===== src/sv/sged_pkg.sv =====
// ----------------------------------------------------------------------------
// sged_pkg
// command codes, symbol codes and the control word carried along the cell row
// ----------------------------------------------------------------------------
package sged_pkg;

  // command codes on func
  localparam logic [1:0] FUNC_LOAD   = 2'd0;
  localparam logic [1:0] FUNC_TEXT   = 2'd1;
  localparam logic [1:0] FUNC_REPORT = 2'd2;

  // ascii symbols
  localparam logic [7:0] CH_A_UP = 8'h41;
  localparam logic [7:0] CH_C_UP = 8'h43;
  localparam logic [7:0] CH_G_UP = 8'h47;
  localparam logic [7:0] CH_T_UP = 8'h54;
  localparam logic [7:0] CH_A_LO = 8'h61;
  localparam logic [7:0] CH_C_LO = 8'h63;
  localparam logic [7:0] CH_G_LO = 8'h67;
  localparam logic [7:0] CH_T_LO = 8'h74;
  localparam logic [7:0] CH_N    = 8'h4e;
  localparam logic [7:0] CH_STAR = 8'h2a;
  localparam logic [7:0] CH_QUES = 8'h3f;

  typedef enum logic [1:0] {
    TOK_LOAD,
    TOK_TEXT,
    TOK_REPORT
  } tok_kind_t;

  // control word that walks the cell row with each item
  typedef struct packed {
    logic       valid;
    tok_kind_t  kind;
    logic       init;   // reset columns to 0..length
    logic       write;  // pattern symbol is stored
    logic [7:0] sym;    // text or pattern symbol
    logic [7:0] comp;   // complemented text symbol
    logic [7:0] rsh;    // reversed pattern shifting one cell right
  } tok_ctl_t;

  function automatic logic [7:0] complement(input logic [7:0] c);
    logic [7:0] r;
    unique case (c)
      CH_A_UP: r = CH_T_UP;
      CH_T_UP: r = CH_A_UP;
      CH_G_UP: r = CH_C_UP;
      CH_C_UP: r = CH_G_UP;
      CH_A_LO: r = CH_T_LO;
      CH_T_LO: r = CH_A_LO;
      CH_G_LO: r = CH_C_LO;
      CH_C_LO: r = CH_G_LO;
      CH_N:    r = CH_N;
      CH_STAR: r = CH_STAR;
      default: r = CH_QUES;
    endcase
    return r;
  endfunction

endpackage


===== src/sv/sged_head.sv =====
// ----------------------------------------------------------------------------
// sged_head
// intake: tracks pattern length and seal, turns items into row control words
// ----------------------------------------------------------------------------
module sged_head #(
  parameter int MAX_PATTERN = 256,
  parameter int VW          = 9
) (
  input  logic               clk,
  input  logic               rst,
  input  logic               accept,
  input  logic [1:0]         func,
  input  logic [7:0]         symbol,
  input  logic               last,
  output sged_pkg::tok_ctl_t ctl_out,
  output logic [VW-1:0]      len_out
);

  localparam logic [VW-1:0] LIMIT = VW'(MAX_PATTERN);

  logic [VW-1:0]      plen;
  logic [VW-1:0]      plen_next;
  logic               sealed;
  logic               sealed_next;
  logic [VW-1:0]      base;
  logic [VW-1:0]      grown;
  logic               can_write;
  logic [VW-1:0]      len_next;
  sged_pkg::tok_ctl_t ctl_next;

  always_comb begin
    // a load after a seal starts a fresh pattern
    base        = sealed ? '0 : plen;
    can_write   = (base < LIMIT);
    grown       = can_write ? base + VW'(1) : base;
    plen_next   = plen;
    sealed_next = sealed;
    len_next    = plen;
    ctl_next      = '0;
    ctl_next.sym  = symbol;
    ctl_next.comp = sged_pkg::complement(symbol);
    ctl_next.rsh  = symbol;
    if (accept) begin
      unique case (func)
        sged_pkg::FUNC_LOAD: begin
          ctl_next.valid = 1'b1;
          ctl_next.kind  = sged_pkg::TOK_LOAD;
          ctl_next.write = can_write;
          ctl_next.init  = last;
          plen_next      = grown;
          sealed_next    = last;
          len_next       = grown;
        end
        sged_pkg::FUNC_TEXT: begin
          ctl_next.valid = sealed;
          ctl_next.kind  = sged_pkg::TOK_TEXT;
        end
        sged_pkg::FUNC_REPORT: begin
          ctl_next.valid = 1'b1;
          ctl_next.kind  = sged_pkg::TOK_REPORT;
          ctl_next.init  = sealed;
        end
        default: ;
      endcase
    end
  end

  always_ff @(posedge clk) begin
    if (rst) begin
      plen    <= '0;
      sealed  <= 1'b0;
      ctl_out <= '0;
    end else begin
      plen    <= plen_next;
      sealed  <= sealed_next;
      ctl_out <= ctl_next;
    end
  end

  always_ff @(posedge clk) begin
    len_out <= len_next;
  end

endmodule


===== config.mk =====
export PLATFORM = sky130hd
export DESIGN_NAME = sged_head
export DESIGN_NICKNAME = d
export VERILOG_FILES = /design/src/sv/sged_pkg.sv /design/src/sv/sged_head.sv
export SDC_FILE = /design/constraint.sdc
export NUM_CORES = 1
export LEC_CHECK = 0
export BUFFER_PORTS_ARGS = -buffer_cell sky130_fd_sc_hd__clkbuf_2
export CAP_MARGIN = 10
export CORE_MARGIN = 2
export CORE_UTILIZATION = 46
export CTS_BUF_LIST = sky130_fd_sc_hd__clkbuf_4 sky130_fd_sc_hd__clkbuf_8
export CTS_CLUSTER_DIAMETER = 50
export DETAILED_ROUTE_END_ITERATION = 7
export GPL_TIMING_DRIVEN = 1
export PLACE_DENSITY_LB_ADDON = 0.1
export RECOVER_POWER = 100
export SLEW_MARGIN = 20
export SYNTH_ARGS = -nofsm -noshare
export SYNTH_HDL_FRONTEND = slang
export SYNTH_SLANG_ARGS = --single-unit

===== constraint.sdc =====
create_clock -name clk -period 1.7 [get_ports clk]
set_input_delay 0.17 -clock clk [delete_from_list [all_inputs] [get_ports clk]]
set_output_delay 0.17 -clock clk [all_outputs]
set_load 0.01 [all_outputs]

### Word level (Yosys, flattened, before mapping)

Cells that the tools add are included.

| word-level totals | value |
|---|---|
| memory bits (read-only) | 0 |
| bits in writable memories | 0 |
| output and inout bits | 38 |
| word-level logic and storage cells | 36 |
| bits in latches | 0 |
| bits of input ports | 14 |
| flip-flop bits (word level) | 40 |
| memories | 0 |

| operators by class | value |
|---|---|
| reduce and logical (&&, ||, !) cells | 4 |
| equality and inequality tests | 12 |
| shifts and indexed selects | 0 |
| multiply operators | 0 |
| bitwise operators | 2 |
| mux-type cells | 7 |
| magnitude comparators | 1 |
| add/sub/neg operators | 1 |
| divide/modulo/power cells | 0 |

Operators by type and width:

| kind | number |
|---|---|
| 8-bit by 7-bit == test with 1-bit output, second input constant | 9 |
| 7-bit case mux with 10 select lines | 1 |
| 9-bit 2-to-1 mux | 4 |
| 9-bit by 1-bit adder with 9-bit output, second input constant | 1 |
| 9-bit < comparator, second input constant | 1 |
| 3-bit case mux with 3 select lines | 1 |
| 8-bit by 6-bit == test with 1-bit output, second input constant | 1 |
| 3-bit OR reduction | 1 |
| 2-bit by 1-bit == test with 1-bit output, second input constant | 1 |
| 2-bit == test, second input constant | 1 |
| 2-bit logical NOT | 1 |
| 1-bit inverter | 2 |
| 1-bit case mux with 2 select lines | 1 |
| 2-bit AND reduction | 1 |
| 2-bit OR reduction | 1 |

### Depth between registers and ports, before layout

| depth | value |
|---|---|
| word-level depth | 5 |
| gate-level depth with buffers | 8 |

### Worst setup path before layout

Ideal clock, no wire load.

| timing path | value |
|---|---|
| kind | reg2reg |
| start | register sealed |
| end | register plen[6] |
| clock period less this slack | 1,839 ps |
| data arrival time | 1,765 ps |
| setup time | 74 ps |
| cell stages (with the launch flop) | 8 |
| path buffers | 2 |
| required time | 1,626 ps |
| slack | -139 ps |
| cells stage by stage | dfxtp_1 > clkbuf_1 > buf_1 > nor2b_1 > ha_1 > nand4b_1 > or4b_1 > a31oi_1 |

| between the ends | value |
|---|---|
| longest elaborated chain between the ends | 5 |
| elaborated cells between the ends (all ways) | 6 |
| classes of those cells | add/sub: 1; order compare: 1; mux: 4 |

RTL lines:

| item | line | RTL |
|---|---|---|
| start, declared | sged_head.sv:23 | `logic sealed;` |
| start signal, assigned | sged_head.sv:75 | `sealed <= sealed_next;` |
| 9-bit 2-to-1 mux * | sged_head.sv:33 | `base = sealed ? '0 : plen;` |
| 9-bit by 1-bit adder with 9-bit output / 9-bit < comparator (equally long branches) | sged_head.sv:35, sged_head.sv:34 |  |
| 9-bit 2-to-1 mux * | sged_head.sv:35 | `grown = can_write ? base + VW'(1) : base;` |
| 9-bit 2-to-1 mux * (2 in a row) | -- |  |
| end signal, assigned | sged_head.sv:74 | `plen <= plen_next;` |
| end, declared | sged_head.sv:21 | `logic [VW-1:0] plen;` |

Mark *: on every way between the ends. The rest lies on a longest branch, timed or not.
A chain may end at the register's enable or synchronous reset.

### Worst setup path after layout

| timing path | value |
|---|---|
| start | register plen[0] |
| end | register plen[6] |

| between the ends | value |
|---|---|
| longest elaborated chain between the ends | 5 |
| elaborated cells between the ends (all ways) | 6 |
| classes of those cells | add/sub: 1; order compare: 1; mux: 4 |

RTL lines:

| item | line |
|---|---|
| 9-bit 2-to-1 mux * | sged_head.sv:33 |
| 9-bit by 1-bit adder with 9-bit output / 9-bit < comparator (equally long branches) | sged_head.sv:35, sged_head.sv:34 |
| 9-bit 2-to-1 mux * | sged_head.sv:35 |
| 9-bit 2-to-1 mux * (2 in a row) | -- |

Marked as above.

==> summary.txt <==
Unique masters post-synth = 43
Syn Std Cell Area = 1577 um2
Hold EP = ctl_out[26]$_SDFF_PP0_
crit-path leading delay family = simple AND/OR/NAND/NOR gates
peak supply drop = 0.3566 mV
Avg WL per Cell = 11.75 um
Seq/Total Area, Yosys = 0.4952
H-tree levels = 2
Worst-Skew Late Latency = 340 ps
PostCTS Resize Cnt = 0
Setup-failing EPs final = 0
max-cap violations = 0
DRT iter0 DRCs = 58
XOR/XNOR share of the synthesized area = 0
RSZ-0062 raised after global routing = no
vias in the first global route = 1110
number of flops mapped to enable cells by yosys = 0
Clock transition at path regs = 110 ps
post-layout power = 1.598 mW
design area = 1844 um2
leakage power = 0.7310 nW
Synth Flop Type = dfxtp_1
hold_buf cts = 0
average size of a mapped cell = 9.613 um2
flop2flop setup slack = 100 ps
Mapped Cells = 164
Initial DRT Pass Iterations = 4
Post-DP Area = 1842 um2
die height = 62.54 um
Rel. slew slack = 0.6156
RR Endpoint = plen[6]$_SDFF_PP0_
largest net degree at the start of global routing = 22
Hold Path Class = in2reg
die width = 62.54 um
largest family of logic cells by synthesized area = simple AND/OR/NAND/NOR gates
nets = 227
CP Class = reg2reg
Vias/cell = 5.015
CP max-delay cell = or4b_1
DP HPWL = 2221 um
pwr dens = 866.5 nW/um2
post-synthesis mux area share = 0.03333
Crit Path Max Fanout = 5
Slew Limit Fails = 0
crit path DAT = 1860 ps
syn nets = 179
hold path start = func[1]
worst path bufs/invs = 0
Hold Path Stages = 2
Final Hold Fails = 0
Max Freq = 626.0 MHz
post-synthesis compound-gate area fraction = 0.1508
grt total ovfl = 0
Num Clock Sinks = 39
R2R Path Start = plen[0]$_SDFF_PP0_
CP startpoint = plen[0]$_SDFF_PP0_
core area = 3311 um2
first-pass GRT wire length = 4954 um
Final min period = 1597 ps
CTS tree = yes
outcome = complete, no violations
num rows = 21
via count = 1299
IO Pins = 52
Post-Synth Simple-Gate Area = 0.2460
fraction of registers with async set/reset = 0
CP max stage delay = 510 ps
Post-Route WL = 3044 um
All-Layer GR Usage = 0.1594
CTS Buf Count = 5
PortBufs = 50
Tightest Pin Transition = 569.4 ps
postcts setup bufs = 0
initial antenna violation count = 0
DR DRC count = 0
critical path, cell by cell = nor2b_1 > ha_2 > nand4b_1 > or4b_1 > a31oi_1
DIE AREA = 3911 um2
Initial Util = 0.4762
setup TNS = 0 ps
final setup skew = 11.74 ps
Final ANT Viol Nets = 0
WP data required = 1960 ps
diode count = 0
period utilization = 0.9396
Ys Warns = 0
adder-cell share of the synthesized area = 0.007937
Area Growth Syn to Fin = 16.98%
gpl congestion = 0.7902
reg2reg path depth = 5
layout cells sized above 1 = 0.1221
Startpoint Class = flip-flop
Worst setup EP type = flip-flop
synthesized flop and latch total = 39
CTS Root Cell = clkbuf_4
CTS Buffer Depth = 2
==> report_power, final <==
group          switching, mW  internal, mW  leakage, nW
registers             0.0151         0.950        0.320
logic                  0.102        0.0680        0.379
clock network          0.287         0.176       0.0317
total                  0.405          1.19        0.731
==> layout by cell type (no fill, tap or decap), types with 2 or more instances in the layout <==
| master | synthesis | layout |
|---|---|---|
| nand3_1 | 3 | 3 |
| o21ai_0 | 4 | 6 |
| inv_1 | 3 | 3 |
| o32a_1 | 2 | 2 |
| buf_4 | 9 | 5 |
| a41oi_1 | 2 | 2 |
| nor2_1 | 7 | 7 |
| nor2b_1 | 19 | 19 |
| nor3b_1 | 2 | 2 |
| a21oi_1 | 8 | 8 |
| dfxtp_1 | 39 | 39 |
| mux2i_1 | 3 | 3 |
| clkbuf_2 | 0 | 9 |
| clkbuf_1 | 5 | 42 |
| o41ai_1 | 2 | 2 |
| nand3b_1 | 2 | 2 |
| nand2_1 | 12 | 12 |
| nand2b_1 | 7 | 7 |
| clkbuf_4 | 0 | 6 |
| and3_1 | 3 | 3 |
| o31ai_1 | 2 | 2 |
| nor3_1 | 3 | 3 |
| a31oi_1 | 2 | 2 |
| o22a_1 | 2 | 2 |
==> cells in the mapped netlist (all sizes together), types with 2 or more instances <==
cell | number | area share
a21oi | 8 | 0.025
a31oi | 2 | 0.0079
a41oi | 2 | 0.011
and3 | 3 | 0.012
buf | 10 | 0.045
clkbuf | 5 | 0.012
dfxtp | 39 | 0.50
inv | 3 | 0.0071
mux2 | 2 | 0.014
mux2i | 3 | 0.019
nand2 | 12 | 0.029
nand2b | 7 | 0.028
nand3 | 3 | 0.0095
nand3b | 2 | 0.0095
nor2 | 7 | 0.017
nor2b | 19 | 0.075
nor3 | 3 | 0.0095
nor3b | 3 | 0.017
o21ai | 6 | 0.019
o22a | 2 | 0.011
o31ai | 2 | 0.0095
o32a | 2 | 0.013
o41ai | 2 | 0.011
==> registers in the layout, summed over array words and instances, names as in the netlist <==
signal	count
ctl_out	20
len_out	9
plen	9
sealed	1
==> kinds of logic (layout without fill, tap and decap cells) <==
group | Yosys count | after routing
simple gates | 66 | 66
mux | 5 | 5
compound gates | 34 | 34
flops | 39 | 39
buf+inv | 18 | 67
fa+ha+maj | 1 | 1
other cells | 1 | 1
==> worst max-delay path by stage <==
stage                     cells after the start                 end  slack, ps
final                                         5  plen[6]$_SDFF_PP0_        100
after global routing                          5  plen[6]$_SDFF_PP0_         20
after CTS                                     5  plen[6]$_SDFF_PP0_        100
after detailed placement                      5  plen[6]$_SDFF_PP0_        130
after global placement                        5  plen[6]$_SDFF_PP0_        190
after floorplan                               7  plen[6]$_SDFF_PP0_        -50
==> layer usage <==
| layer | vias to the layer above | wire length [um] | track usage |
|---|---|---|---|
| li1 | 667 | - | - |
| met1 | 582 | 1529 | 0.2150 |
| met2 | 42 | 1261 | 0.2258 |
| met3 | 8 | 183 | 0.04505 |
| met4 | 0 | 70 | 0.09444 |
| met5 | - | 0 | 0 |
==> metrics by stage <==
step	utilization	worst slack, ps	hold WS, ps	instances
after floorplan	-	-52.17	245.8	164
after global placement	0.5563	191.9	397.6	251
after detailed placement	0.5563	128.9	405.7	251
after CTS	0.5737	98.78	39.29	259
after global routing	0.5571	16.58	50.21	259
final	0.5571	102.6	55.43	259
==> cell type report <==
| type | count | area, um2 |
|---|---|---|
| fill | 353 | 1466 |
| sequential | 39 | 780.7 |
| multi-input combinational | 107 | 696.9 |
| timing repair buffer | 56 | 240.2 |
| tap | 46 | 57.56 |
| clock buffer | 6 | 45.04 |
| clock inverter | 2 | 12.51 |
| inverter | 3 | 11.26 |
Power figures use the tool's default switching activity.
