## src/sv/sged_pkg.sv

```systemverilog
// ----------------------------------------------------------------------------
// sged_pkg
// command codes, symbol codes and the control word carried along the cell row
// ----------------------------------------------------------------------------
package sged_pkg;

  // command codes on func
  localparam logic [1:0] FUNC_LOAD   = 2'd0;
  localparam logic [1:0] FUNC_TEXT   = 2'd1;
  localparam logic [1:0] FUNC_REPORT = 2'd2;

  // ascii symbols
  localparam logic [7:0] CH_A_UP = 8'h41;
  localparam logic [7:0] CH_C_UP = 8'h43;
  localparam logic [7:0] CH_G_UP = 8'h47;
  localparam logic [7:0] CH_T_UP = 8'h54;
  localparam logic [7:0] CH_A_LO = 8'h61;
  localparam logic [7:0] CH_C_LO = 8'h63;
  localparam logic [7:0] CH_G_LO = 8'h67;
  localparam logic [7:0] CH_T_LO = 8'h74;
  localparam logic [7:0] CH_N    = 8'h4e;
  localparam logic [7:0] CH_STAR = 8'h2a;
  localparam logic [7:0] CH_QUES = 8'h3f;

  typedef enum logic [1:0] {
    TOK_LOAD,
    TOK_TEXT,
    TOK_REPORT
  } tok_kind_t;

  // control word that walks the cell row with each item
  typedef struct packed {
    logic       valid;
    tok_kind_t  kind;
    logic       init;   // reset columns to 0..length
    logic       write;  // pattern symbol is stored
    logic [7:0] sym;    // text or pattern symbol
    logic [7:0] comp;   // complemented text symbol
    logic [7:0] rsh;    // reversed pattern shifting one cell right
  } tok_ctl_t;

  function automatic logic [7:0] complement(input logic [7:0] c);
    logic [7:0] r;
    unique case (c)
      CH_A_UP: r = CH_T_UP;
      CH_T_UP: r = CH_A_UP;
      CH_G_UP: r = CH_C_UP;
      CH_C_UP: r = CH_G_UP;
      CH_A_LO: r = CH_T_LO;
      CH_T_LO: r = CH_A_LO;
      CH_G_LO: r = CH_C_LO;
      CH_C_LO: r = CH_G_LO;
      CH_N:    r = CH_N;
      CH_STAR: r = CH_STAR;
      default: r = CH_QUES;
    endcase
    return r;
  endfunction

endpackage

```

## src/sv/sged_tail.sv

```systemverilog
// ----------------------------------------------------------------------------
// sged_tail
// keeps the best bottom entry of each strand and drives the report
// ----------------------------------------------------------------------------
module sged_tail #(
  parameter int VW = 9
) (
  input  logic               clk,
  input  logic               rst,
  input  sged_pkg::tok_ctl_t ctl_in,
  input  logic [VW-1:0]      len_in,
  input  logic [VW-1:0]      fres_in,
  input  logic [VW-1:0]      rres_in,
  output logic               done,
  output logic [8:0]         distance
);

  logic [VW-1:0] best_fwd;
  logic [VW-1:0] best_rev;
  logic [VW-1:0] best_min;
  logic [VW+8:0] best_wide;

  assign best_min  = (best_fwd < best_rev) ? best_fwd : best_rev;
  assign best_wide = {9'b0, best_min};

  always_ff @(posedge clk) begin
    if (rst) begin
      best_fwd <= '0;
      best_rev <= '0;
      done     <= 1'b0;
    end else begin
      done <= ctl_in.valid && (ctl_in.kind == sged_pkg::TOK_REPORT);
      if (ctl_in.valid) begin
        unique case (ctl_in.kind)
          sged_pkg::TOK_LOAD: begin
            if (ctl_in.init) begin
              best_fwd <= len_in;
              best_rev <= len_in;
            end
          end
          sged_pkg::TOK_TEXT: begin
            if (fres_in < best_fwd) begin
              best_fwd <= fres_in;
            end
            if (rres_in < best_rev) begin
              best_rev <= rres_in;
            end
          end
          sged_pkg::TOK_REPORT: begin
            if (ctl_in.init) begin
              best_fwd <= len_in;
              best_rev <= len_in;
            end
          end
          default: ;
        endcase
      end
    end
  end

  always_ff @(posedge clk) begin
    if (ctl_in.valid && (ctl_in.kind == sged_pkg::TOK_REPORT)) begin
      distance <= best_wide[8:0];
    end
  end

endmodule

```

## config.mk

```make
export PLATFORM = sky130hd
export DESIGN_NAME = sged_tail
export DESIGN_NICKNAME = d
export VERILOG_FILES = /design/src/sv/sged_pkg.sv /design/src/sv/sged_tail.sv
export SDC_FILE = /design/constraint.sdc
export NUM_CORES = 1
export LEC_CHECK = 0
export BUFFER_PORTS_ARGS = -buffer_cell sky130_fd_sc_hd__buf_4
export CORE_UTILIZATION = 53
export CTS_CLUSTER_DIAMETER = 40
export DETAILED_ROUTE_END_ITERATION = 10
export HOLD_SLACK_MARGIN = 0.02
export PLACE_DENSITY_LB_ADDON = 0.2
export SYNTH_ARGS = -nofsm -noshare
export SYNTH_HDL_FRONTEND = slang
export SYNTH_SLANG_ARGS = --single-unit
```

## constraint.sdc

```tcl
create_clock -name clk -period 4.6 [get_ports clk]
set_input_delay 0.69 -clock clk [delete_from_list [all_inputs] [get_ports clk]]
set_output_delay 0.69 -clock clk [all_outputs]
set_load 0.01 [all_outputs]
```

After elaboration in Yosys (flattened, before gate mapping)
Index checks and enable logic that the tools add are counted.
- $add $sub $neg: 0
- multiply operators: 0
- div/mod/pow operators: 0
- order comparisons: 3
- equality and inequality tests: 5
- shift-type cells: 0
- multiplexer cells: 6
- bitwise gates (word level): 0
- reductions and logical operators: 6
- operators by type and width (kind ; number):
    9-bit 2-to-1 mux ; 4
    9-bit one-hot mux with 2 select lines ; 2
    9-bit < comparator ; 3
    4-bit AND reduction ; 2
    2-bit inequality test, second input constant ; 2
    2-bit by 1-bit == test with 1-bit output, second input constant ; 1
    2-bit == test, second input constant ; 1
    2-bit logical NOT ; 1
    2-bit by 1-bit inequality test with 1-bit output, second input constant ; 1
    2-bit nonzero test ; 1
    2-bit OR reduction ; 1
    1-bit logical AND ; 1
- flip-flop bits (word level): 28
- latch bits: 0
- memory bits (writable): 0
- ROM bits: 0
- output and inout bits: 10
- logic and storage cells: 24
- memories kept: 0

Depth between registers and ports, before layout
Gate-level depths: netlist of run 1.
- word-level depth: 4
- depth in mapped cells: 8
- mapped depth without buffers: 7

Least setup slack after synthesis of run 1
OpenSTA, ideal clock, no wires.
- path kind: input -> register
- start: in fres_in[6]
- end: reg best_fwd[1]
- setup time: 0.140 ns
- arrival time: 2.159 ns
- data required time: 4.460 ns
- path slack: 2.301 ns
- cell stages on the path: 7
- path buffers: 1
- cells stage by stage: ha_1 -> a211oi_1 -> nor2_1 -> or3_1 -> buf_2 -> o31ai_4 -> a211oi_1
- word-level cells in the longest chain between the ends: 3
- ends and longest elaborated chain (item ; line ; RTL):
    from (decl) ; sged_tail.sv:12 ; input logic [VW-1:0] fres_in,
    9-bit < comparator ; sged_tail.sv:42 ; if (fres_in < best_fwd) begin
    2-bit inequality test (no line) ; - ;
    4-bit AND reduction (no line) ; - ;
    to (signal assigned) ; sged_tail.sv:37 ; best_fwd <= len_in;
    to (signal assigned) ; sged_tail.sv:43 ; best_fwd <= fres_in;
    to (signal assigned) ; sged_tail.sv:51 ; best_fwd <= len_in;
    to (decl) ; sged_tail.sv:18 ; logic [VW-1:0] best_fwd;
Every way passes these cells.
A chain may end at the register's enable or synchronous reset.

Worst setup path in the final report of run 1
- start: in fres_in[7]
- end: reg best_fwd[0]
The elaborated chain is that of the path after synthesis.

==> flow_summary_export.csv, run 1 <==
group,metric,value,unit
outcome,status,"finished, final reports clean",
sta,fin_ws,2.25,ns
final_layout,multi_input_comb_area,1090,sq um
sta,min_period,2.35,ns
die,placementRows,21,
logic_synthesis,avgSynthCellArea,9.37,sq um
global_routing,grt_pass1_wl,6980,um
clock_tree,htreeDepth,1,
logic_synthesis,syn_inst,197,
logic_synthesis,netlist_area,1850,sq um
global_routing,grt_max_degree,32,
clock_tree,clkSinkCount,28,
die,start_util,55.3,%
logic_synthesis,ys_types,33,
sta,report.final.setup_viol,0,
sta,rsz0062_at_grt,"false",
critical_path,critPathKind,"input port to register",
die,die_height,61.0,um
logic_synthesis,synthTopCellsByArea,"dfxtp_1 (21%), ha_1 (16%), edfxtp_1 (15%)",
worst_hold_path,min-delay-start,"best_rev[5]",
sta,max_slew_margin,41.6,%
final_layout,area_delta_synth_final,20.3,%
clock_tree,cts_tree,"built",
flow_run,cap_violations,0,
critical_path,critical_path.slowest_cell,"a21oi_1",
critical_path,required,4.86,ns
logic_synthesis,ys_ff_latch,28,
power,cellPowerDensity,275,nW/um^2
final_layout,layout_common_cells,"buf_4 (44), a21oi_1 (33), ha_1 (24)",
critical_path,reg2reg_slack,2.26,ns
logic_synthesis,yosys_warnings,0,
critical_path,cp-start-kind,"input port",
die,die_area,3720,sq um
power,p_leak,0.919,nW
route,via_per_inst,5.76,
place,hpwlAfterDp,3210,um
clock_tree,ctsRootBufferMaster,"clkbuf_4",
power,power,0.610,mW
die,pin_count,68,
clock_tree,clock_latency,0.34,ns
clock_tree,ctsHoldBuffers,0,
logic_synthesis,synth_top_area_cell,"dfxtp_1",
final_layout,fin_nets,318,
critical_path,r2r_end,"best_fwd[0]",
global_routing,antenna_found_initial,0,
route,routed_wl,4150,um
route,wl_per_cell,14.8,um
logic_synthesis,ys_seq_area_share,35.2,%
route,drt_first_pass_iters,4,
place,gp_congestion,0.965,
global_routing,gr-total-overflow,0,
die,dieWidth,61.0,um
sta,finalCritPeriodShare,51.2,%
route,drt_iter0_drc,66,
place,portBuffers,42,
sta,drv_slew,0,
clock_tree,path_clk_slew,0.16,ns
final_layout,final_area,2220,sq um
critical_path,worstPathArrival,2.62,ns
critical_path,reg2regPathDepth,7,
die,core,3340,sq um
final_layout,seq_area,651,sq um
final_layout,antenna_cells,0,
worst_hold_path,worstHoldPathType,"register to register",
final_layout,fill_cells,284,
global_routing,grt_pass1_vias,1508,
clock_tree,postCtsSetupBuffers,0,
worst_hold_path,whs_path_depth,2,
power,vdd_drop_max,0.000144,V
critical_path,path_max_fanout,10,
global_routing,grt_util_all_layers,25.1,%
sta,worstMarginPinSlew,0.876,ns
sta,clock.fmax,425,MHz
critical_path,r2r-start,"best_fwd[7]",
route,dr_total_vias,1618,
route,antenna_left,0,
sta,hold_viol,0,
clock_tree,cts_made_buffers,3,
logic_synthesis,yosysTopAreaCellShare,20.6,%
final_layout,final_common_cell,"buf_4",
logic_synthesis,syn-num-nets,279,
place,post-place-ws,1.89,ns
critical_path,critPathMaxStageDelay,0.69,ns
route,drc,0,
clock_tree,postCtsResizedCells,0,
clock_tree,clk_path_buf_depth,2,
worst_hold_path,min_to,"best_rev[5]",
final_layout,layout-drive-gt1-share,20.9,%
critical_path,path_cells,"buf_4 > ha_1 > and4_1 > nand3_1 > a21oi_1 > o31ai_4 > a211oi_1",
critical_path,crit_path_end_kind,"register",
place,placed_area,2190,sq um
sta,finClkSkew,0.00972,ns
sta,timing.setup.tns,0,ns
logic make-up after synthesis:
kind of cell    after synthesis  synth area share, %
compound gates               76                 28.1
simple gates                 32                 9.62
buf+inv                      28                 5.83
flops                        28                 35.2
fa+ha+maj                    24                 16.3
mux                           9                 4.95
cells in the mapped netlist (all sizes together):
| library cell | instances |
|---|---|
| and2 | 2 |
| or3 | 1 |
| a32o | 1 |
| nor3 | 2 |
| a221oi | 9 |
| clkbuf | 6 |
| and4 | 2 |
| nand3 | 2 |
| nand2 | 5 |
| o21a | 1 |
| mux2i | 8 |
| buf | 4 |
| inv | 17 |
| nand2b | 1 |
| clkinv | 1 |
| nor2b | 12 |
| o31ai | 1 |
| mux2 | 1 |
| o311a | 9 |
| ha | 24 |
| a21oi | 33 |
| nor2 | 4 |
| edfxtp | 9 |
| o211ai | 1 |
| a211oi | 11 |
| o21ai | 8 |
| dfxtp | 19 |
| nand4 | 1 |
| o21bai | 1 |
| a2111oi | 1 |
worst max-delay path: cells and delay by family:
family                     cells  cell delay, ns
AOI/OAI and AO/OA              3            1.20
and+or+nand+nor                2            0.33
adders and majority gates      1            0.28
buffers and inverters          1            0.11
sequential cells by signal, summed over array words and instances (netlist names):
signal    cells
best_fwd      9
best_rev      9
distance      9
done          1
through the flow:
stage	hold slack [ns]	cells	util [%]
floorplan	0.521	197	-
global placement	0.532	277	65.8
detailed placement	0.543	277	65.8
CTS	0.562	281	66.6
global route	0.575	281	66.6
finish	0.561	281	66.6
report_power, final:
| group | internal (mW) | switching [mW] |
|---|---|---|
| sequential | 0.278 | 0.00968 |
| clock | 0.0341 | 0.0765 |
| combinational | 0.102 | 0.110 |
| total | 0.415 | 0.196 |
layer usage:
metal	share of wire [%]	track usage (%)	wire, um	vias up
met4	0.70	7.14	29	0
met5	0	0	0	-
met3	3.1	3.36	127	4
met2	47	40.1	1960	43
met1	49	35.6	2030	744
li1	-	-	-	827
layout make-up:
cell class,instances,share of cell area (%)
multi-input cells,141,49.0
flip-flops and latches,28,29.3
well taps,46,2.59
inverters,18,3.04
repair buffers,44,14.9
clock buffers,4,1.18
worst max-delay path by stage:
stage | start | endpoint | slack [ns] | depth (start not counted)
global route | best_fwd[6] | best_fwd[1] | 2.07 | 7
CTS | fres_in[7] | best_fwd[1] | 2.22 | 7
floorplan | fres_in[6] | best_fwd[1] | 2.30 | 7
detailed placement | fres_in[7] | best_fwd[1] | 1.89 | 7
global placement | fres_in[6] | best_fwd[3] | 1.91 | 7
finish | fres_in[7] | best_fwd[0] | 2.25 | 7
No activity file was read; power rests on OpenSTA's default activity.
==> run 2: changes to the inputs <==
--- a/config.mk
+++ b/config.mk
@@ -6,7 +6,7 @@
 export NUM_CORES = 1
 export LEC_CHECK = 0
 export BUFFER_PORTS_ARGS = -buffer_cell sky130_fd_sc_hd__buf_4
-export CORE_UTILIZATION = 53
+export CORE_UTILIZATION = 49
 export CTS_CLUSTER_DIAMETER = 40
 export DETAILED_ROUTE_END_ITERATION = 10
 export HOLD_SLACK_MARGIN = 0.02
==> constraint.sdc (replaced) <==
create_clock -name clk -period 2.3 [get_ports clk]
set_input_delay 0.345 -clock clk [delete_from_list [all_inputs] [get_ports clk]]
set_output_delay 0.345 -clock clk [all_outputs]
set_load 0.01 [all_outputs]
==> run 2 against run 1 <==
Against the previous run: sequential share of layout area down 0.83 points; final cell count grew 1.8%; worst hold slack worse by 0.22 ns; non-clock buffer count increased by 5; largest cell class unchanged; global-route usage decreased by 2.2 points; routed wire length rose by 3.7%; sequential cell count unchanged; critical path depth rose by 1; sequential power increased by 100%; clock skew shrank 0.0072 ns; first-iteration DRC count up 18%.
==> flow_summary_export.csv, run 2 (synthesis results as in run 1) <==
group,metric,value,unit
critical_path,worstPathArrival,2.32,ns
route,drc,0,
critical_path,required,2.49,ns
die,die_height,63.4,um
clock_tree,clk_path_buf_depth,2,
final_layout,layout_common_cells,"buf_4 (49), a21oi_1 (32), ha_1 (24)",
clock_tree,clkSinkCount,28,
sta,report.final.setup_viol,0,
clock_tree,ctsRootBufferMaster,"clkbuf_8",
final_layout,post-route-util,65.9,%
global_routing,grt_util_all_layers,22.9,%
global_routing,grt_max_degree,28,
route,drt_iter0_drc,78,
critical_path,critical_path.slowest_cell,"a21oi_2",
worst_hold_path,worstHoldPathType,"input port to register",
global_routing,grt_pass1_vias,1634,
global_routing,antenna_found_initial,0,
critical_path,crit_path_end_kind,"register",
clock_tree,htreeDepth,1,
power,p_leak,0.954,nW
die,core,3470,sq um
route,via_per_inst,5.97,
flow_run,cap_violations,0,
power,power,1.30,mW
critical_path,critPathKind,"register to register",
clock_tree,clock_latency,0.28,ns
final_layout,fin_nets,323,
clock_tree,cts_tree,"built",
clock_tree,ctsHoldBuffers,0,
route,antenna_left,0,
die,pin_count,68,
route,routed_wl,4310,um
sta,rsz0062_at_grt,"false",
global_routing,grt_pass1_wl,7360,um
outcome,status,"finished, final reports clean",
power,p_seq_share,44.2,%
die,start_util,53.2,%
power,vdd_drop_max,0.000313,V
final_layout,final_common_cell,"buf_4",
clock_tree,cts_made_buffers,3,
sta,max_slew_margin,66.0,%
power,swShare,31.6,%
sta,min_period,2.13,ns
place,portBuffers,42,
final_layout,layout-drive-gt1-share,23.3,%
sta,finClkSkew,0.00255,ns
sta,clock.fmax,470,MHz
place,gp_congestion,0.898,
sta,drv_slew,0,
power,internal-power,0.889,mW
critical_path,cp-start-kind,"register",
route,wl_per_cell,15.1,um
sta,finalCritPeriodShare,92.6,%
power,cellPowerDensity,569,nW/um^2
final_layout,antenna_cells,0,
die,placementRows,21,
power,power_switching,0.412,mW
critical_path,critPathMaxStageDelay,0.41,ns
final_layout,area_delta_synth_final,23.8,%
final_layout,fill_cells,314,
clock_tree,path_clk_slew,0.10,ns
final_layout,reg_top3,"best_fwd (9), best_rev (9), distance (9)",
sta,worstMarginPinSlew,0.510,ns
global_routing,gr-total-overflow,0,
critical_path,path_cells,"inv_1 > ha_1 > and4_1 > nand3_1 > a21oi_2 > o31ai_4 > buf_4 > a211oi_1",
power,comb_power_share,33.7,%
final_layout,multi_input_comb_area,1100,sq um
die,dieWidth,63.4,um
place,hpwlAfterDp,3400,um
power,clkPwrFrac,22.1,%
final_layout,seq_area,651,sq um
route,drt_first_pass_iters,4,
sta,hold_viol,0,
die,die_area,4020,sq um
route,dr_total_vias,1706,
critical_path,path_max_fanout,10,
run 2: cell type report:
| class | instances | share of cell area [%] |
|---|---|---|
| multi-input cells | 141 | 48.0 |
| flip-flops and latches | 28 | 28.5 |
| repair buffers | 49 | 16.1 |
| inverters | 18 | 2.96 |
| well taps | 46 | 2.52 |
| clock buffers | 3 | 1.81 |
| clock inverters | 1 | 0.164 |
run 2: critical path: cells and delay by family (launching register included):
| family | cells | cell delay, ns |
|---|---|---|
| AOI/OAI and AO/OA | 3 | 0.80 |
| DFF | 1 | 0.36 |
| adders and majority gates | 1 | 0.29 |
| buffers and inverters | 2 | 0.25 |
| and+or+nand+nor | 2 | 0.33 |
run 2: power by group through the flow:
stage	clock network, mW	registers, mW	logic, mW
after CTS	0.280	0.575	0.438
after floorplan	0	0.586	0.289
after detailed placement	0	0.586	0.435
after global routing	0.300	0.580	0.493
final	0.288	0.575	0.438
after global placement	0	0.584	0.421
run 2: final timing paths:
check	to	slack (ns)	cells past startpoint	startpoint
min	done	0.34	3	ctl_in[27]
max reg2reg	best_fwd[0]	0.17	8	best_fwd[7]
max	best_fwd[0]	0.17	8	best_fwd[7]
min reg2reg	best_rev[2]	0.55	2	best_rev[2]
run 2: per-layer routing:
metal | global-route usage [%] | vias up | wire length [um]
met4 | 3.98 | 0 | 21
met1 | 32.1 | 816 | 2090
met5 | 0 | - | 0
met3 | 1.63 | 3 | 148
li1 | - | 843 | -
met2 | 38.7 | 44 | 2050
run 2: through the flow:
step	TNS (ns)	cells	instance area, sq um	setup WS (ns)	hold slack [ns]
finish	0	286	2290	0.171	0.337
global route	0	286	2290	0.00755	0.351
CTS	0	286	2280	0.0505	0.348
detailed placement	-0.464	282	2230	-0.113	0.542
global placement	-0.501	282	2230	-0.0913	0.534
floorplan	0	197	1850	0.300	0.488
run 2: repair_timing:
| action | in CTS | in global routing |
|---|---|---|
| resized for setup | 1 | 1 |
| setup endpoints to repair | 7 | 3 |
| buffers inserted | 0 | 0 |
