<file path="src/sv/sged_pkg.sv">
// ----------------------------------------------------------------------------
// sged_pkg
// command codes, symbol codes and the control word carried along the cell row
// ----------------------------------------------------------------------------
package sged_pkg;

  // command codes on func
  localparam logic [1:0] FUNC_LOAD   = 2'd0;
  localparam logic [1:0] FUNC_TEXT   = 2'd1;
  localparam logic [1:0] FUNC_REPORT = 2'd2;

  // ascii symbols
  localparam logic [7:0] CH_A_UP = 8'h41;
  localparam logic [7:0] CH_C_UP = 8'h43;
  localparam logic [7:0] CH_G_UP = 8'h47;
  localparam logic [7:0] CH_T_UP = 8'h54;
  localparam logic [7:0] CH_A_LO = 8'h61;
  localparam logic [7:0] CH_C_LO = 8'h63;
  localparam logic [7:0] CH_G_LO = 8'h67;
  localparam logic [7:0] CH_T_LO = 8'h74;
  localparam logic [7:0] CH_N    = 8'h4e;
  localparam logic [7:0] CH_STAR = 8'h2a;
  localparam logic [7:0] CH_QUES = 8'h3f;

  typedef enum logic [1:0] {
    TOK_LOAD,
    TOK_TEXT,
    TOK_REPORT
  } tok_kind_t;

  // control word that walks the cell row with each item
  typedef struct packed {
    logic       valid;
    tok_kind_t  kind;
    logic       init;   // reset columns to 0..length
    logic       write;  // pattern symbol is stored
    logic [7:0] sym;    // text or pattern symbol
    logic [7:0] comp;   // complemented text symbol
    logic [7:0] rsh;    // reversed pattern shifting one cell right
  } tok_ctl_t;

  function automatic logic [7:0] complement(input logic [7:0] c);
    logic [7:0] r;
    unique case (c)
      CH_A_UP: r = CH_T_UP;
      CH_T_UP: r = CH_A_UP;
      CH_G_UP: r = CH_C_UP;
      CH_C_UP: r = CH_G_UP;
      CH_A_LO: r = CH_T_LO;
      CH_T_LO: r = CH_A_LO;
      CH_G_LO: r = CH_C_LO;
      CH_C_LO: r = CH_G_LO;
      CH_N:    r = CH_N;
      CH_STAR: r = CH_STAR;
      default: r = CH_QUES;
    endcase
    return r;
  endfunction

endpackage

</file>
<file path="src/sv/sged_cell.sv">
// ----------------------------------------------------------------------------
// sged_cell
// one pattern position: holds both strands' symbols and column entries
// ----------------------------------------------------------------------------
module sged_cell #(
  parameter int VW  = 9,
  parameter int IDX = 0
) (
  input  logic               clk,
  input  logic               rst,
  input  sged_pkg::tok_ctl_t ctl_in,
  input  logic [VW-1:0]      len_in,
  input  logic [VW-1:0]      fnew_in,
  input  logic [VW-1:0]      fdiag_in,
  input  logic [VW-1:0]      rnew_in,
  input  logic [VW-1:0]      rdiag_in,
  input  logic [VW-1:0]      fres_in,
  input  logic [VW-1:0]      rres_in,
  output sged_pkg::tok_ctl_t ctl_out,
  output logic [VW-1:0]      len_out,
  output logic [VW-1:0]      fnew_out,
  output logic [VW-1:0]      fdiag_out,
  output logic [VW-1:0]      rnew_out,
  output logic [VW-1:0]      rdiag_out,
  output logic [VW-1:0]      fres_out,
  output logic [VW-1:0]      rres_out
);

  // row index of this cell's column entry, also its value after init
  localparam logic [VW-1:0] POS = VW'(IDX + 1);

  logic [7:0]         fsym;
  logic [7:0]         rsym;
  logic [VW-1:0]      fval;
  logic [VW-1:0]      rval;
  logic [VW-1:0]      fcalc;
  logic [VW-1:0]      rcalc;
  logic               is_end;
  sged_pkg::tok_ctl_t ctl_next;

  function automatic logic [VW-1:0] cell_step(
    input logic [VW-1:0] up,
    input logic [VW-1:0] left,
    input logic [VW-1:0] diag,
    input logic          miss
  );
    logic [VW:0] a;
    logic [VW:0] b;
    logic [VW:0] c;
    logic [VW:0] m;
    a = {1'b0, up} + (VW+1)'(1);
    b = {1'b0, left} + (VW+1)'(1);
    c = {1'b0, diag} + (VW+1)'(miss);
    m = (a < b) ? a : b;
    m = (m < c) ? m : c;
    return m[VW-1:0];
  endfunction

  assign is_end = (len_in == POS);
  assign fcalc  = cell_step(fval, fnew_in, fdiag_in, fsym != ctl_in.sym);
  assign rcalc  = cell_step(rval, rnew_in, rdiag_in, rsym != ctl_in.comp);

  always_comb begin
    ctl_next     = ctl_in;
    ctl_next.rsh = rsym;
  end

  always_ff @(posedge clk) begin
    if (rst) begin
      ctl_out <= '0;
    end else begin
      ctl_out <= ctl_next;
    end
  end

  // cell contents, only touched by valid control words
  always_ff @(posedge clk) begin
    if (ctl_in.valid) begin
      unique case (ctl_in.kind)
        sged_pkg::TOK_LOAD: begin
          if (ctl_in.write) begin
            rsym <= ctl_in.rsh;
            if (is_end) begin
              fsym <= ctl_in.sym;
            end
          end
          if (ctl_in.init) begin
            fval <= POS;
            rval <= POS;
          end
        end
        sged_pkg::TOK_TEXT: begin
          fval <= fcalc;
          rval <= rcalc;
        end
        sged_pkg::TOK_REPORT: begin
          if (ctl_in.init) begin
            fval <= POS;
            rval <= POS;
          end
        end
        default: ;
      endcase
    end
  end

  always_ff @(posedge clk) begin
    len_out   <= len_in;
    fnew_out  <= fcalc;
    fdiag_out <= fval;
    rnew_out  <= rcalc;
    rdiag_out <= rval;
    fres_out  <= is_end ? fcalc : fres_in;
    rres_out  <= is_end ? rcalc : rres_in;
  end

endmodule

</file>
<file path="config.mk">
export PLATFORM = sky130hd
export DESIGN_NAME = sged_cell
export DESIGN_NICKNAME = d
export VERILOG_FILES = /design/src/sv/sged_pkg.sv /design/src/sv/sged_cell.sv
export SDC_FILE = /design/constraint.sdc
export NUM_CORES = 1
export LEC_CHECK = 0
export ABC_AREA = 0
export BUFFER_PORTS_ARGS = -buffer_cell sky130_fd_sc_hd__buf_2
export CORE_AREA = 2 2 115 117
export DETAILED_ROUTE_END_ITERATION = 16
export DIE_AREA = 0 0 117 119
export GPL_TIMING_DRIVEN = 0
export PLACE_DENSITY_LB_ADDON = 0.3
export SETUP_SLACK_MARGIN = 0.1
export SLEW_MARGIN = 20
export SYNTH_ARGS = -nofsm -noshare
export SYNTH_HDL_FRONTEND = slang
export SYNTH_SLANG_ARGS = --single-unit
</file>
<file path="constraint.sdc">
create_clock -name clk -period 5.65 [get_ports clk]
set_input_delay 1.13 -clock clk [delete_from_list [all_inputs] [get_ports clk]]
set_output_delay 1.13 -clock clk [all_outputs]
set_load 0.05 [all_outputs]
</file>
# Word-level counts from Yosys, hierarchy flattened
# Index checks and enable logic that the tools add are counted.
[word_totals]
reg_bits = 126
input_bits = 94
output_inout_bits = 92
elab_cells = 49
[classes]
n_addsub = 6
magnitude_cmp = 4
eq_ne = 6
muxes = 9
n_reduce_logical = 6
[op_table]
columns = ["operator", "n"]
rows = [
  ["9-bit two-way mux", 5],
  ["9-bit by 1-bit adder with 10-bit output, second input constant", 4],
  ["10-bit less-than comparator", 4],
  ["9-bit one-hot mux with 2 select lines", 2],
  ["9-bit by 1-bit adder with 10-bit output", 2],
  ["10-bit two-way mux", 2],
  ["8-bit != test", 2],
  ["9-bit by 1-bit equality test with 1-bit output, second input constant", 1],
  ["3-bit AND reduction", 2],
  ["4-bit AND reduction", 1],
  ["2-bit by 1-bit equality test with 1-bit output, second input constant", 1],
  ["2-bit equality test, second input constant", 1],
  ["2-bit zero test", 1],
  ["2-bit by 1-bit != test with 1-bit output, second input constant", 1],
  ["2-bit nonzero test", 1],
  ["2-bit OR reduction", 1],
]

# Logic depth before layout (Yosys ltp)
# Gate-level depths: netlist of run 1.
[logic_depth]
depth_word = 6
mapped_depth = 22
mapped_depth_nobuf = 19

# Worst setup path before layout of run 1
# Ideal clock, no wire load.
[synth_path]
path_kind = "input -> register"
from = "input fnew_in[0]"
to = "register fval[7] (data pin)"
setup_ns = 0.274
arrival_ns = 4.711
t_required_ns = 5.376
setup_slack_ns = 0.665
cell_stages = 17
n_path_buf = 3
cell_sequence = "nand3_1 -> or4_1 -> ha_1 -> a21oi_1 -> inv_1 -> a211oi_1 -> buf_4 -> mux2i_1 -> ha_1 -> a211oi_1 -> o21bai_1 -> a211oi_1 -> o31ai_1 -> clkbuf_1 -> clkbuf_1 -> a211oi_1 -> a211oi_1"
[synth_between]
elab_chain_len = 6
[synth_rtl]
columns = ["item", "line", "text"]
rows = [
  ["start: declaration", "sged_cell.sv:13", "input logic [VW-1:0] fnew_in,"],
  ["9-bit by 1-bit adder with 10-bit output *", "sged_cell.sv:52", "b = {1'b0, left} + (VW+1)'(1);"],
  ["10-bit less-than comparator", "sged_cell.sv:54", "m = (a < b) ? a : b;"],
  ["10-bit two-way mux *", "sged_cell.sv:54", ""],
  ["10-bit less-than comparator", "sged_cell.sv:55", "m = (m < c) ? m : c;"],
  ["9-bit two-way mux *", "sged_cell.sv:55", ""],
  ["9-bit one-hot mux with 2 select lines *", "sged_cell.sv:79", "unique case (ctl_in.kind)"],
  ["end signal: assignment", "sged_cell.sv:93", "fval <= fcalc;"],
  ["end: declaration", "sged_cell.sv:34", "logic [VW-1:0] fval;"],
]
# Mark *: on every way between the ends. The rest lies on a longest branch, timed or not.
# A chain may end at the register's enable or synchronous reset.

# Worst setup path after layout of run 1
# Ends and elaborated chain as after synthesis.

==> flow_metrics.py, run 1 <==
metrics = {
    "job": {
        "maxCapViolations": 0,
    },
    "clock_network": {
        "clock_sinks": 126,
        "cts_max_level": 4,
        "cts_root_buf": "clkbuf_16",
        "clockBufferDepth": 2,
        "cts_resized": 4,
        "cts_setup_buffers": 0,
        "cts_tree": "built",
        "ctsHoldBuffers": 0,
        "cts_buffers": 17,
        "clkTransAtPathRegs_ns": 0.05,
        "clk_latency_ns": 0.42,
    },
    "setup_path": {
        "critPathMaxFanout": 10,
        "cp_cell_sequence": "buf_2 > ha_1 > xnor2_1 > ha_1 > a21o_1 > a31oi_1 > maj3_1 > o21ai_0 > a211oi_2 > buf_6 > mux2i_4 > ha_1 > a211oi_1 > o21bai_1 > a211oi_1 > o31ai_1 > clkbuf_2 > a21o_2 > buf_6 > a211oi_1",
        "startpoint_type": "input pin",
        "cp-end-kind": "register",
        "cp.arrival_ns": 5.48,
        "crit_slowest_cell": "mux2i_4",
        "cp_num_buf_inv": 4,
        "path_class": "in2reg",
        "cpPeakStageDelay_ns": 0.33,
        "rrSetupSlack_ns": 0.48,
        "crit_start": "fnew_in[0]",
        "path_delay_family": "compound AO/OA/AOI/OAI gates",
        "required_ns": 5.88,
        "reg2reg_from": "rval[0]$_SDFFCE_PP1P_",
    },
    "place": {
        "dpl_cell_area_um2": 7570,
        "io_buffers": 184,
        "place_hpwl_um": 13800,
        "gp_congestion": 0.957,
    },
    "routing": {
        "vias_per_cell": 5.54,
        "drtPass1Iterations": 5,
        "via_count": 5718,
        "ant_nets": 0,
        "wl_um": 17700,
        "drcViolationCount": 0,
        "routedWlPerCell_um": 17.2,
        "drt_iter0_drc": 449,
    },
    "sta": {
        "max_slew_margin_pct": 44.7,
        "skew_ns": 0.0114,
        "fin_crit_sh_pct": 92.8,
        "timing.final.max_slew_violations": 0,
        "tns_ns": 0,
        "rsz0062_at_grt": "false",
        "worstMarginPinSlew_ns": 0.830,
        "setup_viol": 0,
        "fin_crit_ns": 5.25,
        "max_freq_mhz": 191,
        "hold_viol": 0,
    },
    "synth": {
        "ys_top_cells_by_area": "dfxtp_1, edfxtp_1, ha_1",
        "yosys_warnings": 0,
        "synth_ff_type": "dfxtp_1",
        "yosysTopAreaCellShare_pct": 28.6,
        "ys_seq_area_share_pct": 44.5,
        "async_reset_ff_share_pct": 0,
        "yosysUniqueCellTypes": 60,
        "synth_edf_count": 34,
        "syn-cell-area_um2": 6430,
        "yosysTopAreaCell": "dfxtp_1",
        "ys_ff_latch": 126,
        "avgSynthCellArea_um2": 10.0,
        "syn_nets": 775,
        "synth_cells": 641,
    },
    "final_layout": {
        "area_delta_synth_final_pct": 28.7,
        "drive_above_1_share_pct": 30.0,
        "final_net_count": 978,
        "fin_area_um2": 8280,
        "layout_commonest_cell": "buf_2",
        "final_cell_mix": "buf_2, dfxtp_1, nand3_1",
        "multi_input_area_um2": 3450,
        "num-fill-cells": 1050,
        "layout.area.seq_um2": 2860,
        "n_antenna_cell": 0,
    },
    "global_routing": {
        "grt_pass1_vias": 5572,
        "grt_max_degree": 19,
        "grt_pass1_wl_um": 27700,
        "grt_overflow_total": 0,
        "grt.total_usage_pct": 25.9,
        "antenna_found_initial": 0,
    },
    "die": {
        "start_util_pct": 49.9,
        "rows": 42,
        "die_area_um2": 13900,
        "num_io_pins": 186,
        "die_w_um": 117,
        "core_um2": 12900,
        "die_h_um": 119,
    },
    "worst_hold_path": {
        "hp-class": "reg2reg",
        "hp-start": "rval[8]$_SDFFCE_PP0P_",
    },
    "run_status": {
        "status": "finished clean",
    },
    "pwr": {
        "irDropWorstVdd_uv": 239,
        "cellLeakagePower_nw": 3.68,
        "pwr_density_cell_nw_per_um2": 357,
    },
}
cells by family after synthesis:
group                    share of synthesized area (%)
multiplexers                                      5.57
flip-flops                                        44.5
adder cells (fa/ha/maj)                           8.10
buffers and inverters                             3.76
AO/OA/AOI/OAI                                     13.3
XOR/XNOR                                          7.63
AND/OR/NAND/NOR                                   17.1
report_power, final:
group	switching (mW)	internal (mW)	leakage [nW]
logic	0.591	0.269	2.31
registers	0.0337	1.02	1.09
clock network	0.370	0.674	0.282
Yosys cell counts, drive strengths merged, types with 3 or more instances:
| cell | n |
|---|---|
| nand2b | 7 |
| nand2 | 36 |
| a21o | 10 |
| xnor2 | 17 |
| inv | 33 |
| nor2 | 35 |
| nor2b | 30 |
| nor4 | 6 |
| or4 | 3 |
| o21bai | 3 |
| o211ai | 24 |
| buf | 8 |
| clkbuf | 11 |
| xor2 | 39 |
| nand4 | 9 |
| and3 | 8 |
| dfxtp | 92 |
| mux2i | 29 |
| nor3 | 4 |
| o21a | 4 |
| nand3 | 56 |
| ha | 40 |
| a211oi | 20 |
| nor3b | 5 |
| a22oi | 15 |
| mux2 | 5 |
| a21oi | 20 |
| o21ai | 12 |
| edfxtp | 34 |
flip-flops by register name, indices dropped and copies added (netlist names):
register,count
rnew_out,9
fres_out,9
rres_out,9
len_out,9
rsym,8
fval,9
fnew_out,9
rdiag_out,9
ctl_out,29
rval,9
fsym,8
fdiag_out,9
through the flow:
step	hold WS, ns	power [mW]	worst slack, ns	std cells	utilization, %
after floorplan	0.382	1.66	0.665	641	-
after global placement	0.416	1.87	-0.511	1001	58.8
after detailed placement	0.410	1.89	-0.577	1001	58.8
after CTS	0.419	2.94	0.173	1032	63.4
after global routing	0.447	3.08	0.0991	1032	64.3
final	0.415	2.96	0.404	1032	64.3
area by class of cell:
cell class | instances | area share (%)
plain buffers | 20 | 1.51
clock inverters | 5 | 0.680
well taps | 176 | 2.66
repair buffers | 184 | 11.1
inverters | 33 | 1.50
flip-flops and latches | 126 | 34.6
clock buffers | 26 | 6.29
multi-input cells | 462 | 41.6
routing by layer:
layer	share of wire [%]	global-route usage, %	wire [µm]	vias up
met2	46	40.8	8230	259
met3	8.3	7.99	1480	47
met4	2.2	9.78	398	0
li1	-	-	-	2737
met1	43	33.2	7600	2675
met5	0	0	0	-
path summary, 6_finish.rpt:
check                                        endpoint  cells past startpoint
worst max-delay path            fval[7]$_SDFFCE_PP0P_                     20
worst min-delay path             rdiag_out[8]$_DFF_P_                      0
worst max register to register    rres_out[1]$_DFF_P_                     20
worst min register to register   rdiag_out[8]$_DFF_P_                      0
No activity file was read; power rests on OpenSTA's default activity.
==> run 2, diff against run 1 <==
--- a/config.mk
+++ b/config.mk
@@ -11,7 +11,7 @@
 export DETAILED_ROUTE_END_ITERATION = 16
 export DIE_AREA = 0 0 117 119
 export GPL_TIMING_DRIVEN = 0
-export PLACE_DENSITY_LB_ADDON = 0.3
+export PLACE_DENSITY = 0.84
 export SETUP_SLACK_MARGIN = 0.1
 export SLEW_MARGIN = 20
 export SYNTH_ARGS = -nofsm -noshare
==> run 2 against run 1 <==
Non-clock buffer count is the same; global-route usage down 0.90 points; hold slack better by 0.021 ns; critical path depth stayed put; total power shrank 0.28%; clock power is essentially flat; sequential cell count is the same; highest routed layer is now met5; sequential share of layout area up 0.32 points; via count about the same; sequential power about the same; die area stayed put; combinational power is 3.7% lower.
==> flow_metrics.py, run 2 (same netlist as run 1, synthesis figures left out) <==
metrics = {
    "run_status": {
        "status": "finished clean",
    },
    "sta": {
        "skew_ns": 0.00594,
        "hold_viol": 0,
        "layout_setup_ws_ns": 0.414,
        "whs_ns": 0.436,
        "max_slew_margin_pct": 39.7,
        "tns_ns": 0,
        "worstMarginPinSlew_ns": 0.905,
        "max_freq_mhz": 191,
        "fin_crit_ns": 5.24,
        "fin_crit_sh_pct": 92.7,
        "setup_viol": 0,
        "rsz0062_at_grt": "false",
        "timing.final.max_slew_violations": 0,
    },
    "routing": {
        "vias_per_cell": 5.53,
        "ant_nets": 0,
        "routedWlPerCell_um": 16.3,
        "drcViolationCount": 0,
        "wl_um": 16900,
        "drt_iter0_drc": 456,
        "via_count": 5721,
        "drtPass1Iterations": 5,
    },
    "final_layout": {
        "final_cell_mix": "buf_2, dfxtp_1, nand3_1",
        "final_net_count": 978,
        "layout_commonest_cell": "buf_2",
        "stdcell_count": 1034,
        "final_core_util_pct": 63.7,
        "area_delta_synth_final_pct": 27.6,
        "drive_above_1_share_pct": 29.5,
        "fin_area_um2": 8200,
        "regMostFlops": "ctl_out",
        "largest_reg_flops": 29,
    },
    "global_routing": {
        "grtUsageMet1_pct": 31.9,
        "grt_util_met2_pct": 38.7,
        "grt_pass1_vias": 5452,
        "antenna_found_initial": 4,
        "grt_max_degree": 19,
        "grt-busiest-layer": "met2",
        "grt_pass1_wl_um": 26500,
        "grt_overflow_total": 0,
        "grt.total_usage_pct": 25.0,
        "met3_usage_pct": 9.31,
    },
    "place": {
        "dpl_cell_area_um2": 7570,
        "place_hpwl_um": 13100,
        "place_inst": 1001,
        "io_buffers": 184,
        "gp_congestion": 0.951,
        "dp_slack_ns": -0.250,
    },
    "job": {
        "maxCapViolations": 0,
    },
    "clock_network": {
        "clk_latency_ns": 0.42,
        "cts_root_buf": "clkbuf_16",
        "clock_sinks": 126,
        "cts_max_level": 4,
        "clockBufferDepth": 2,
        "cts_setup_buffers": 0,
        "cts_buffers": 17,
        "cts_tree": "built",
        "clkTransAtPathRegs_ns": 0.06,
        "ctsHoldBuffers": 0,
    },
    "setup_path": {
        "cp_cell_sequence": "buf_2 > ha_1 > xnor2_1 > ha_1 > a21o_1 > a31oi_1 > maj3_1 > o21ai_0 > a211oi_1 > buf_6 > mux2i_1 > ha_1 > a21o_1 > a21o_1 > a21oi_1 > o21ai_0 > buf_2 > nor2_1 > o211ai_1 > o211ai_1",
        "critPathMaxFanout": 10,
        "rrSetupSlack_ns": 0.57,
        "startpoint_type": "input pin",
        "crit_slowest_cell": "mux2i_1",
        "path_class": "in2reg",
        "cp_num_buf_inv": 3,
        "cp.arrival_ns": 5.57,
        "path_delay_family": "compound AO/OA/AOI/OAI gates",
        "required_ns": 5.98,
        "cp-end-kind": "register",
        "cpPeakStageDelay_ns": 0.53,
    },
    "pwr": {
        "irDropWorstVdd_uv": 305,
        "pwr_density_cell_nw_per_um2": 360,
        "total_power_mw": 2.95,
        "cellLeakagePower_nw": 3.68,
    },
    "die": {
        "start_util_pct": 49.9,
        "die_h_um": 119,
        "rows": 42,
        "die_w_um": 117,
        "die_area_um2": 13900,
        "core_um2": 12900,
        "num_io_pins": 186,
    },
    "worst_hold_path": {
        "hp-class": "reg2reg",
    },
}
## run 2: cell types whose count changed in the layout (fill, tap and decap cells not counted), sizes merged
cell    delta
bufinv     +1
inv        +5
diode      +1
clkinv     +4
clkbuf     -8
buf        -1
## run 2: area by class of cell
class                           count  area (µm²)
Antenna cell                        1        2.50
Buffer                             20         121
Clock buffer                       17         425
Clock inverter                     15         160
Fill cell                        1035        4670
Inverter                           33         124
Multi-Input combinational cell    462        3360
Sequential cell                   126        2860
Tap cell                          176         220
Timing Repair Buffer              184         921
## run 2: path summary, 6_finish.rpt
| check | startpoint | to | cells past startpoint |
|---|---|---|---|
| worst max-delay path | rnew_in[0] | rres_out[1]$_DFF_P_ | 20 |
| worst min-delay path | rval[8]$_SDFFCE_PP0P_ | rdiag_out[8]$_DFF_P_ | 0 |
| worst max register to register | rval[0]$_SDFFCE_PP1P_ | rres_out[1]$_DFF_P_ | 20 |
| worst min register to register | rval[8]$_SDFFCE_PP0P_ | rdiag_out[8]$_DFF_P_ | 0 |
## run 2: report_power, final
group	internal [mW]	leakage [nW]	switching [mW]	total (mW)
Sequential	1.02	1.09	0.0329	1.05
Combinational	0.255	2.31	0.573	0.828
Clock	0.654	0.286	0.416	1.07
Total	1.93	3.68	1.02	2.95
## run 2: what timing repair did
| item | 4_1_cts | 5_1_grt |
|---|---|---|
| endpoints found under the hold margin | 0 | 0 |
| endpoints found under the setup margin | 0 | 27 |
| gates resized for setup | 0 | 13 |
## run 2: worst reg2reg max path, cell delays in order (launching register included)
cell,delay (ns)
edfxtp_1,0.55
ha_1,0.33
xnor2_1,0.19
inv_1,0.07
ha_1,0.31
a21o_1,0.18
a31oi_1,0.14
maj3_1,0.17
o21ai_0,0.12
a211oi_1,0.29
buf_6,0.21
mux2i_1,0.54
ha_1,0.35
a21o_1,0.19
a21o_1,0.16
a21oi_1,0.12
o21ai_0,0.16
buf_2,0.24
nor2_1,0.38
o211ai_1,0.18
o211ai_1,0.13
## run 2: layer usage
layer,wire length [µm],part of all wire [%]
met1,6980,41
met2,7860,47
met3,1580,9.3
met4,426,2.5
met5,21,0.12
